## src/sv/assert_macros.svh

```systemverilog
// ----------------------------------------------------------------------------
// assert_macros.svh
// Shared concurrent assertion macros, clocked on clk with reset rst_n.
// ----------------------------------------------------------------------------
`ifndef ASSERT_MACROS_SVH
`define ASSERT_MACROS_SVH

// Same-cycle implication: when ante holds, cons must hold in that cycle.
`define PLSU_ASSERT_NOW(label, ante, cons) \
    label: assert property (@(posedge clk) disable iff (!rst_n) (ante) |-> (cons)) \
        else $error("Same-cycle check failed.");

// Next-cycle implication: when ante holds, cons must hold in the following cycle.
`define PLSU_ASSERT_NEXT(label, ante, cons) \
    label: assert property (@(posedge clk) disable iff (!rst_n) (ante) |=> (cons)) \
        else $error("Next-cycle check failed.");

`endif

```

## src/sv/plsu_pkg.sv

```systemverilog
// ----------------------------------------------------------------------------
// plsu_pkg
// Types, codes and sizes shared by the positional list store unit.
// ----------------------------------------------------------------------------
package plsu_pkg;

    // List geometry.
    localparam int CAPACITY   = 16;
    localparam int ENTRY_BITS = 32;
    localparam int IDX_W      = $clog2(CAPACITY);
    localparam int COUNT_W    = $clog2(CAPACITY + 1);
    localparam int POS_W      = 5;
    localparam int CMP_W      = (COUNT_W > POS_W) ? COUNT_W : POS_W;

    // Request codes.
    localparam logic [2:0] REQ_GET     = 3'd0;
    localparam logic [2:0] REQ_INSERT  = 3'd1;
    localparam logic [2:0] REQ_REMOVE  = 3'd2;
    localparam logic [2:0] REQ_REPLACE = 3'd3;
    localparam logic [2:0] REQ_CLEAR   = 3'd4;

    // Status codes.
    localparam logic [1:0] ST_OK     = 2'd0;
    localparam logic [1:0] ST_BADPOS = 2'd1;
    localparam logic [1:0] ST_FULL   = 2'd2;

    typedef logic [ENTRY_BITS-1:0] entry_t;

    // Request transfer payload.
    typedef struct packed {
        logic [2:0]  req_type;
        logic [4:0]  position;
        logic        append_end;
        logic [31:0] entry_value;
    } req_t;

    // Result transfer payload.
    typedef struct packed {
        logic [31:0] data_out;
        logic [1:0]  status;
        logic [4:0]  entry_count;
    } rsp_t;

    // Operation broadcast along the chain of slot cells.
    typedef enum logic [1:0] {
        CHAIN_IDLE,
        CHAIN_INSERT,
        CHAIN_REMOVE,
        CHAIN_REPLACE
    } chain_mode_t;

    typedef struct packed {
        chain_mode_t         mode;
        logic [CMP_W-1:0]    pos;
        logic [CMP_W-1:0]    fill;
        entry_t              value;
    } chain_cmd_t;

endpackage

```

## src/sv/plsu_cell.sv

```systemverilog
// ----------------------------------------------------------------------------
// plsu_cell
// One slot of the list: holds an entry and moves it to or from a neighbor.
// ----------------------------------------------------------------------------
module plsu_cell (
    input  logic                         clk,
    input  logic [plsu_pkg::IDX_W-1:0]   idx,
    input  plsu_pkg::chain_cmd_t         cmd,
    input  plsu_pkg::entry_t             lower_in,
    input  plsu_pkg::entry_t             upper_in,
    output plsu_pkg::entry_t             slot
);

    plsu_pkg::entry_t                slot_reg;
    plsu_pkg::entry_t                slot_next;
    logic [plsu_pkg::CMP_W-1:0]      my_pos;
    logic [plsu_pkg::CMP_W-1:0]      my_pos_inc;

    assign my_pos     = plsu_pkg::CMP_W'(idx);
    assign my_pos_inc = my_pos + plsu_pkg::CMP_W'(1);

    // Decide from the broadcast command what this slot takes in.
    always_comb
    begin
        slot_next = slot_reg;
        case (cmd.mode)
            plsu_pkg::CHAIN_INSERT:
            begin
                if (my_pos == cmd.pos)
                    slot_next = cmd.value;
                else if (my_pos > cmd.pos && my_pos <= cmd.fill)
                    slot_next = lower_in;
            end
            plsu_pkg::CHAIN_REMOVE:
            begin
                if (my_pos >= cmd.pos && my_pos_inc < cmd.fill)
                    slot_next = upper_in;
            end
            plsu_pkg::CHAIN_REPLACE:
            begin
                if (my_pos == cmd.pos)
                    slot_next = cmd.value;
            end
            default:
            begin
                slot_next = slot_reg;
            end
        endcase
    end

    // Entry storage; contents are undefined until first written.
    always_ff @(posedge clk)
    begin
        slot_reg <= slot_next;
    end

    assign slot = slot_reg;

endmodule

```

## src/sv/plsu_ctrl.sv

```systemverilog
// ----------------------------------------------------------------------------
// plsu_ctrl
// Request decode, fill count, chain command and result register.
// ----------------------------------------------------------------------------
module plsu_ctrl (
    input  logic                 clk,
    input  logic                 rst_n,
    input  logic                 accept,
    input  plsu_pkg::req_t       request,
    input  plsu_pkg::entry_t     slots [plsu_pkg::CAPACITY],
    output plsu_pkg::chain_cmd_t cmd,
    output plsu_pkg::rsp_t       response,
    output logic                 done
);

    logic [plsu_pkg::COUNT_W-1:0] fill_reg;
    logic [plsu_pkg::COUNT_W-1:0] fill_next;
    plsu_pkg::rsp_t               rsp_reg;
    plsu_pkg::rsp_t               rsp_next;
    logic                         done_reg;
    logic                         done_next;

    logic [plsu_pkg::CMP_W-1:0]   fill_c;
    logic [plsu_pkg::CMP_W-1:0]   pos_c;
    logic [plsu_pkg::CMP_W-1:0]   ins_pos;
    logic                         pos_in_list;
    plsu_pkg::entry_t             read_entry;
    logic [31:0]                  read_data;

    assign fill_c      = plsu_pkg::CMP_W'(fill_reg);
    assign pos_c       = plsu_pkg::CMP_W'(request.position);
    assign ins_pos     = request.append_end ? fill_c : pos_c;
    assign pos_in_list = (pos_c < fill_c);

    // Read port over the slots; only consulted when the position is in the list.
    assign read_entry = slots[request.position[plsu_pkg::IDX_W-1:0]];
    assign read_data  = 32'(read_entry);

    // Decode the request and work out the new count, result and chain command.
    always_comb
    begin
        fill_next      = fill_reg;
        rsp_next       = '0;
        done_next      = accept;
        cmd.mode       = plsu_pkg::CHAIN_IDLE;
        cmd.pos        = pos_c;
        cmd.fill       = fill_c;
        cmd.value      = plsu_pkg::ENTRY_BITS'(request.entry_value);
        if (accept)
        begin
            case (request.req_type)
                plsu_pkg::REQ_GET:
                begin
                    if (pos_in_list)
                        rsp_next.data_out = read_data;
                    else
                        rsp_next.status = plsu_pkg::ST_BADPOS;
                end
                plsu_pkg::REQ_INSERT:
                begin
                    cmd.pos = ins_pos;
                    if (ins_pos > fill_c)
                        rsp_next.status = plsu_pkg::ST_BADPOS;
                    else if (fill_c >= plsu_pkg::CMP_W'(plsu_pkg::CAPACITY))
                        rsp_next.status = plsu_pkg::ST_FULL;
                    else
                    begin
                        cmd.mode  = plsu_pkg::CHAIN_INSERT;
                        fill_next = fill_reg + plsu_pkg::COUNT_W'(1);
                    end
                end
                plsu_pkg::REQ_REMOVE:
                begin
                    if (pos_in_list)
                    begin
                        rsp_next.data_out = read_data;
                        cmd.mode          = plsu_pkg::CHAIN_REMOVE;
                        fill_next         = fill_reg - plsu_pkg::COUNT_W'(1);
                    end
                    else
                        rsp_next.status = plsu_pkg::ST_BADPOS;
                end
                plsu_pkg::REQ_REPLACE:
                begin
                    if (pos_in_list)
                        cmd.mode = plsu_pkg::CHAIN_REPLACE;
                    else
                        rsp_next.status = plsu_pkg::ST_BADPOS;
                end
                plsu_pkg::REQ_CLEAR:
                begin
                    fill_next = '0;
                end
                default:
                begin
                    fill_next = fill_reg;
                end
            endcase
        end
        rsp_next.entry_count = 5'(fill_next);
    end

    // Control state: fill count and result strobe.
    always_ff @(posedge clk or negedge rst_n)
    begin
        if (!rst_n)
        begin
            fill_reg <= '0;
            done_reg <= 1'b0;
        end
        else
        begin
            fill_reg <= fill_next;
            done_reg <= done_next;
        end
    end

    // Result payload register.
    always_ff @(posedge clk)
    begin
        rsp_reg <= rsp_next;
    end

    assign response = rsp_reg;
    assign done     = done_reg;

endmodule

```

## src/sv/positional_list_store_unit.sv

```systemverilog
// ----------------------------------------------------------------------------
// positional_list_store_unit
// Ordered list addressed by position, built as a chain of slot cells.
// ----------------------------------------------------------------------------
// The result strobe done is registered and rises in the cycle after the request transfer.
// Throughput: one request per cycle; all affected slot cells shift in the same cycle.
// busy is never raised, and the receiver cannot stall the result.
// Reset clears the entry count and the strobe; slot contents stay undefined
// until written, and no clearing pass runs.
// ----------------------------------------------------------------------------
`include "assert_macros.svh"

module positional_list_store_unit (
    input  logic           clk,
    input  logic           rst_n,
    input  logic           start,
    output logic           busy,
    input  plsu_pkg::req_t request,
    output plsu_pkg::rsp_t response,
    output logic           done
);

    plsu_pkg::chain_cmd_t cmd;
    plsu_pkg::entry_t     slots [plsu_pkg::CAPACITY];
    logic                 accept;
    logic                 rsp_full;
    logic                 rsp_error;

    // Every request is taken in the cycle it is presented.
    assign busy   = 1'b0;
    assign accept = start && !busy;

    // Controller: decode, count and result register.
    plsu_ctrl u_ctrl (
        .clk      (clk),
        .rst_n    (rst_n),
        .accept   (accept),
        .request  (request),
        .slots    (slots),
        .cmd      (cmd),
        .response (response),
        .done     (done)
    );

    // Chain of slot cells, each linked to its neighbors; the end cells take zero from the missing side.
    for (genvar i = 0; i < plsu_pkg::CAPACITY; i++)
    begin : g_cell
        plsu_pkg::entry_t lower_in;
        plsu_pkg::entry_t upper_in;

        if (i == 0)
        begin : g_head
            assign lower_in = '0;
        end
        else
        begin : g_lower
            assign lower_in = slots[i-1];
        end

        if (i == plsu_pkg::CAPACITY - 1)
        begin : g_tail
            assign upper_in = '0;
        end
        else
        begin : g_upper
            assign upper_in = slots[i+1];
        end

        plsu_cell u_cell (
            .clk      (clk),
            .idx      (plsu_pkg::IDX_W'(i)),
            .cmd      (cmd),
            .lower_in (lower_in),
            .upper_in (upper_in),
            .slot     (slots[i])
        );
    end

    // Result classes used by the checks below.
    assign rsp_full  = done && (response.status == plsu_pkg::ST_FULL);
    assign rsp_error = done && (response.status != plsu_pkg::ST_OK);

    // Checks on the result stream.
    `PLSU_ASSERT_NEXT(a_done_after_transfer, accept, done)
    `PLSU_ASSERT_NEXT(a_no_spurious_done, !accept, !done)
    `PLSU_ASSERT_NOW(a_count_in_range, done, response.entry_count <= 5'(plsu_pkg::CAPACITY))
    `PLSU_ASSERT_NOW(a_full_means_full, rsp_full, response.entry_count == 5'(plsu_pkg::CAPACITY))
    `PLSU_ASSERT_NOW(a_error_zero_data, rsp_error, response.data_out == 32'd0)

endmodule

```

## config.mk

```make
export PLATFORM = sky130hd
export DESIGN_NAME = positional_list_store_unit
export DESIGN_NICKNAME = d
export VERILOG_FILES = /design/src/sv/plsu_pkg.sv /design/src/sv/plsu_cell.sv /design/src/sv/plsu_ctrl.sv /design/src/sv/positional_list_store_unit.sv
export VERILOG_INCLUDE_DIRS = /design/src /design/src/sv
export SDC_FILE = /design/constraint.sdc
export NUM_CORES = 2
export LEC_CHECK = 0
export BUFFER_PORTS_ARGS = -buffer_cell sky130_fd_sc_hd__buf_2
export CORE_AREA = 2 2 264 266
export DETAILED_ROUTE_END_ITERATION = 10
export DIE_AREA = 0 0 266 268
export GPL_TIMING_DRIVEN = 0
export PLACE_DENSITY = 0.71
export SYNTH_ARGS = -nofsm -noshare
export SYNTH_HDL_FRONTEND = slang
export SYNTH_SLANG_ARGS = --single-unit
export TNS_END_PERCENT = 20
```

## constraint.sdc

```tcl
create_clock -name clk -period 15.2 [get_ports clk]
set_clock_uncertainty 0.05 [all_clocks]
set_input_delay 2.28 -clock clk [delete_from_list [all_inputs] [get_ports clk]]
set_output_delay 2.28 -clock clk [all_outputs]
set_load 0.02 [all_outputs]
```

==> results_tabular.tex <==
\begin{tabular}{lr}
\hline
Metric & Value \\
\hline
\multicolumn{2}{l}{\textbf{Yosys}} \\
Post-synthesis average cell area & 12.2 um\^{}2 \\
Cells taking the most area after synthesis & sky130\_fd\_sc\_hd\_\_edfxtp\_1, sky130\_fd\_sc\_hd\_\_mux4\_2, sky130\_fd\_sc\_hd\_\_o22a\_1 \\
Post-synth EDFFs & 512 \\
Dominant cell type by area after synthesis & sky130\_fd\_sc\_hd\_\_edfxtp\_1 \\
Share of Yosys cell area claimed by the top area cell type & 50.4\% \\
Synth async-reset ratio & 1.08\% \\
Share of the yosys chip area belonging to registers & 53.5\% \\
Post-Syn Nets & 2552 \\
Dominant register cell in the synthesized netlist & sky130\_fd\_sc\_hd\_\_edfxtp\_1 \\
Summed instance area of the synthesized netlist & 30500 um\^{}2 \\
Mapped Cells & 2494 \\
Register bit count reported by yosys & 557 \\
Number of synthesis warnings & 0 \\
Unique masters post-synth & 74 \\
\multicolumn{2}{l}{\textbf{Place}} \\
Buffers on Ports & 82 \\
Worst setup slack after placement & 7.55 ns \\
Final weighted congestion in routability-driven placement & 1.03 \\
Placed instance area & 32700 um\^{}2 \\
Detailed Place HPWL & 103000 um \\
\multicolumn{2}{l}{\textbf{Worst setup path}} \\
Max Fanout on Critical Path & 10 \\
Worst path arrival time & 7.47 ns \\
Worst setup path category & primary input to flip-flop \\
Family of cells with the greatest summed delay on the critical path & buffers and inverters \\
Buffer and inverter count on the worst path & 9 \\
Highest-delay cell along the critical path & sky130\_fd\_sc\_hd\_\_nor4\_2 \\
Critical Path Max Stage Delay & 0.79 ns \\
Data required, critical path & 15.52 ns \\
Endpoint type of the worst setup path & flip-flop \\
Series of cell instances along the critical path & buf\_2, buf\_2, buf\_1, inv\_1, o21ai\_0, ha\_1, o211a\_1, o31ai\_1, a22oi\_1, o32ai\_2, buf\_2, a21oi\_1, nor4\_2, buf\_6, buf\_4, buf\_4, buf\_4 \\
Critical path launch point type & primary input \\
\multicolumn{2}{l}{\textbf{Cells and area}} \\
Sequential cell area in the final layout & 16300 um\^{}2 \\
Number of flip-flops in the largest register & 512 \\
Most common cell after layout, fill and taps aside & sky130\_fd\_sc\_hd\_\_edfxtp\_1 \\
Commonest cells after routing, fill and taps aside & sky130\_fd\_sc\_hd\_\_edfxtp\_1, sky130\_fd\_sc\_hd\_\_o21a\_1, sky130\_fd\_sc\_hd\_\_o22ai\_1 \\
Ratio of cells with drive above 1 in the final layout & 19.6\% \\
Multi-input combinational cell area & 13000 um\^{}2 \\
Final net count & 2738 \\
Synth-to-layout area growth & 14.2\% \\
Cell area after layout & 34800 um\^{}2 \\
Fillers & 5928 \\
\multicolumn{2}{l}{\textbf{Routing}} \\
Final wirelength & 150000 um \\
DRC violation total after the first TritonRoute iteration & 6036 \\
DRC Markers & 0 \\
Via count & 27800 \\
Via-to-Cell Ratio & 7.69 \\
TritonRoute pass-1 iters & 7 \\
Post-detailed-route wirelength per cell & 41.5 um \\
Post-detailed-route count of antenna-violating nets & 0 \\
\multicolumn{2}{l}{\textbf{Clock tree}} \\
Maximum level of the CTS H-tree & 2 \\
CTS Sinks & 557 \\
Insertion delay to the later sink of the worst-skew pair & 0.68 ns \\
TritonCTS clock tree & done \\
Clock-pin slew on the worst setup and hold paths & 0.06 ns \\
Count of instances resized after the clock tree is built & 0 \\
Number of clock buffers inserted by TritonCTS & 60 \\
Number of buffers inserted by hold repair at cts & 0 \\
Clk Tree Root Cell & sky130\_fd\_sc\_hd\_\_clkbuf\_16 \\
Post-CTS setup repair buffer count & 0 \\
Clock buffer depth & 3 \\
\multicolumn{2}{l}{\textbf{Power and ir drop}} \\
Overall Power & 4000 uW \\
Total power per unit cell area & 115 nW/um\^{}2 \\
Leakage power & 0.0115 uW \\
Largest vdd supply drop & 100 uV \\
\multicolumn{2}{l}{\textbf{STA}} \\
Final setup margin & 8.05 ns \\
Setup repair after global routing missed its margin & no \\
Max-slew violation count & 33 \\
Setup total negative slack & 0 ns \\
Slew @ Worst Pin & 1.56 ns \\
Number of hold violations in the final report & 0 \\
Final critical-path share of the clock period & 47.0\% \\
Minimum period implied by the final worst setup slack & 7.15 ns \\
Peak Freq & 140 MHz \\
Worst rel slew slack & -4.27\% \\
Final setup fails & 0 \\
\multicolumn{2}{l}{\textbf{Status}} \\
Outcome & finished, violations left \\
Violations in the final reports & capacitance limit, slew limit \\
\multicolumn{2}{l}{\textbf{Die}} \\
Number of top-level pins & 85 \\
Die height & 268 um \\
X dimension of the die & 266 um \\
Area of the die & 71300 um\^{}2 \\
Placement row count & 96 \\
Core region area & 68200 um\^{}2 \\
Initial core utilization & 44.7\% \\
\multicolumn{2}{l}{\textbf{Global routing}} \\
Maximum number of pins on one net before global-route repair & 20 \\
Vias in the first global route & 26500 \\
Antenna violations before repair & 3 \\
First-pass GRT wire length & 206000 um \\
Gr usage total & 41.6\% \\
GRT Residual Overflow & 0 \\
\multicolumn{2}{l}{\textbf{Flow run}} \\
Number of max-cap violations & 4 \\
\multicolumn{2}{l}{\textbf{Worst hold path}} \\
Tightest Hold Check Type & flip-flop to flip-flop \\
\hline
\end{tabular}
==> cells by family (layout without fill, tap and decap cells) <==
logic type      Yosys count  in the layout  share of synthesized area, %
simple gates            457            457                          6.48
other cells               1              6                        0.0123
compound gates          999            999                          23.0
xor+xnor                  1              1                        0.0287
fa+ha+maj                14             14                         0.574
buf+inv                 298            534                          4.37
mux                     167            167                          12.1
flops                   557            557                          53.5
==> per-layer routing <==
layer	vias up	share of wire, %	GRT usage, %
met5	-	0.12	1.76
met4	6	8.4	27.7
met3	797	18	18.6
met2	3224	40	58.3
met1	13400	33	51.5
li1	10300	-	-
==> final timing paths <==
kind                                                 startpoint  slack [ns]                              endpoint  cells past startpoint
max                                                 request[36]        8.05  g_cell[14].u_cell.slot[17]$_DFFE_PP_                     17
min in group asynchronous                                 rst_n        1.40            u_ctrl.fill_c[4]$_DFF_PN0_                      1
min reg2reg                g_cell[14].u_cell.slot[11]$_DFFE_PP_        0.55  g_cell[15].u_cell.slot[11]$_DFFE_PP_                      2
min                        g_cell[14].u_cell.slot[11]$_DFFE_PP_        0.55  g_cell[15].u_cell.slot[11]$_DFFE_PP_                      2
max in group asynchronous                                 rst_n       13.56            u_ctrl.fill_c[2]$_DFF_PN0_                      1
max reg2reg                          u_ctrl.fill_c[4]$_DFF_PN0_        9.27  g_cell[13].u_cell.slot[17]$_DFFE_PP_                     12
==> cell type report <==
class | instances | share of cell area [%]
clock buffers | 78 | 4.62
repair buffers | 124 | 2.86
flip-flops and latches | 557 | 46.8
well taps | 882 | 3.17
inverters | 41 | 0.442
plain buffers | 257 | 3.39
multi-input cells | 1639 | 37.4
diodes | 5 | 0.0359
clock inverters | 34 | 1.29
==> where the power goes <==
group          total [uW]  internal, uW  switching [uW]
Combinational         683           209             474
Clock                1590           915             675
Sequential           1730          1710            25.7
==> worst min-delay path: cells and delay by family, from the launching register on <==
| kind | cells | cell delay (ns) |
|---|---|---|
| compound gates | 1 | 0.07 |
| simple gates | 1 | 0.06 |
| flops | 1 | 0.38 |
==> metrics by stage <==
stage                     instances  utilization [%]  hold WS, ns
after floorplan                2494                -        0.490
after global placement         3458             46.9        0.517
after detailed placement       3499             48.0        0.531
after CTS                      3611             51.0        0.545
after global routing           3613             51.0        0.572
final                          3617             51.1        0.553
==> Yosys cell counts (3+ instances only) <==
master	count
sky130_fd_sc_hd__buf_4	12
sky130_fd_sc_hd__buf_2	94
sky130_fd_sc_hd__nand2_1	136
sky130_fd_sc_hd__nand3_1	12
sky130_fd_sc_hd__o21ai_2	3
sky130_fd_sc_hd__or2_2	6
sky130_fd_sc_hd__clkbuf_1	124
sky130_fd_sc_hd__nor3_1	10
sky130_fd_sc_hd__a21o_1	3
sky130_fd_sc_hd__o22a_1	225
sky130_fd_sc_hd__nor3b_1	3
sky130_fd_sc_hd__nor2b_1	35
sky130_fd_sc_hd__buf_1	20
sky130_fd_sc_hd__mux4_2	159
sky130_fd_sc_hd__buf_6	7
sky130_fd_sc_hd__a31oi_1	73
sky130_fd_sc_hd__dfxtp_1	39
sky130_fd_sc_hd__a21oi_1	127
sky130_fd_sc_hd__o22ai_1	227
sky130_fd_sc_hd__o21ai_0	54
sky130_fd_sc_hd__nand2b_1	5
sky130_fd_sc_hd__edfxtp_1	512
sky130_fd_sc_hd__ha_1	14
sky130_fd_sc_hd__nor2_1	219
sky130_fd_sc_hd__nand3b_1	3
sky130_fd_sc_hd__dfrtp_1	6
sky130_fd_sc_hd__mux2_2	6
sky130_fd_sc_hd__a2bb2oi_1	7
sky130_fd_sc_hd__o31ai_1	4
sky130_fd_sc_hd__and2_1	7
sky130_fd_sc_hd__a211oi_1	9
sky130_fd_sc_hd__o21a_1	229
sky130_fd_sc_hd__o21ai_1	8
sky130_fd_sc_hd__or3_1	4
sky130_fd_sc_hd__nand2_2	3
sky130_fd_sc_hd__a22oi_1	6
sky130_fd_sc_hd__inv_1	40
Power figures use the tool's default switching activity.
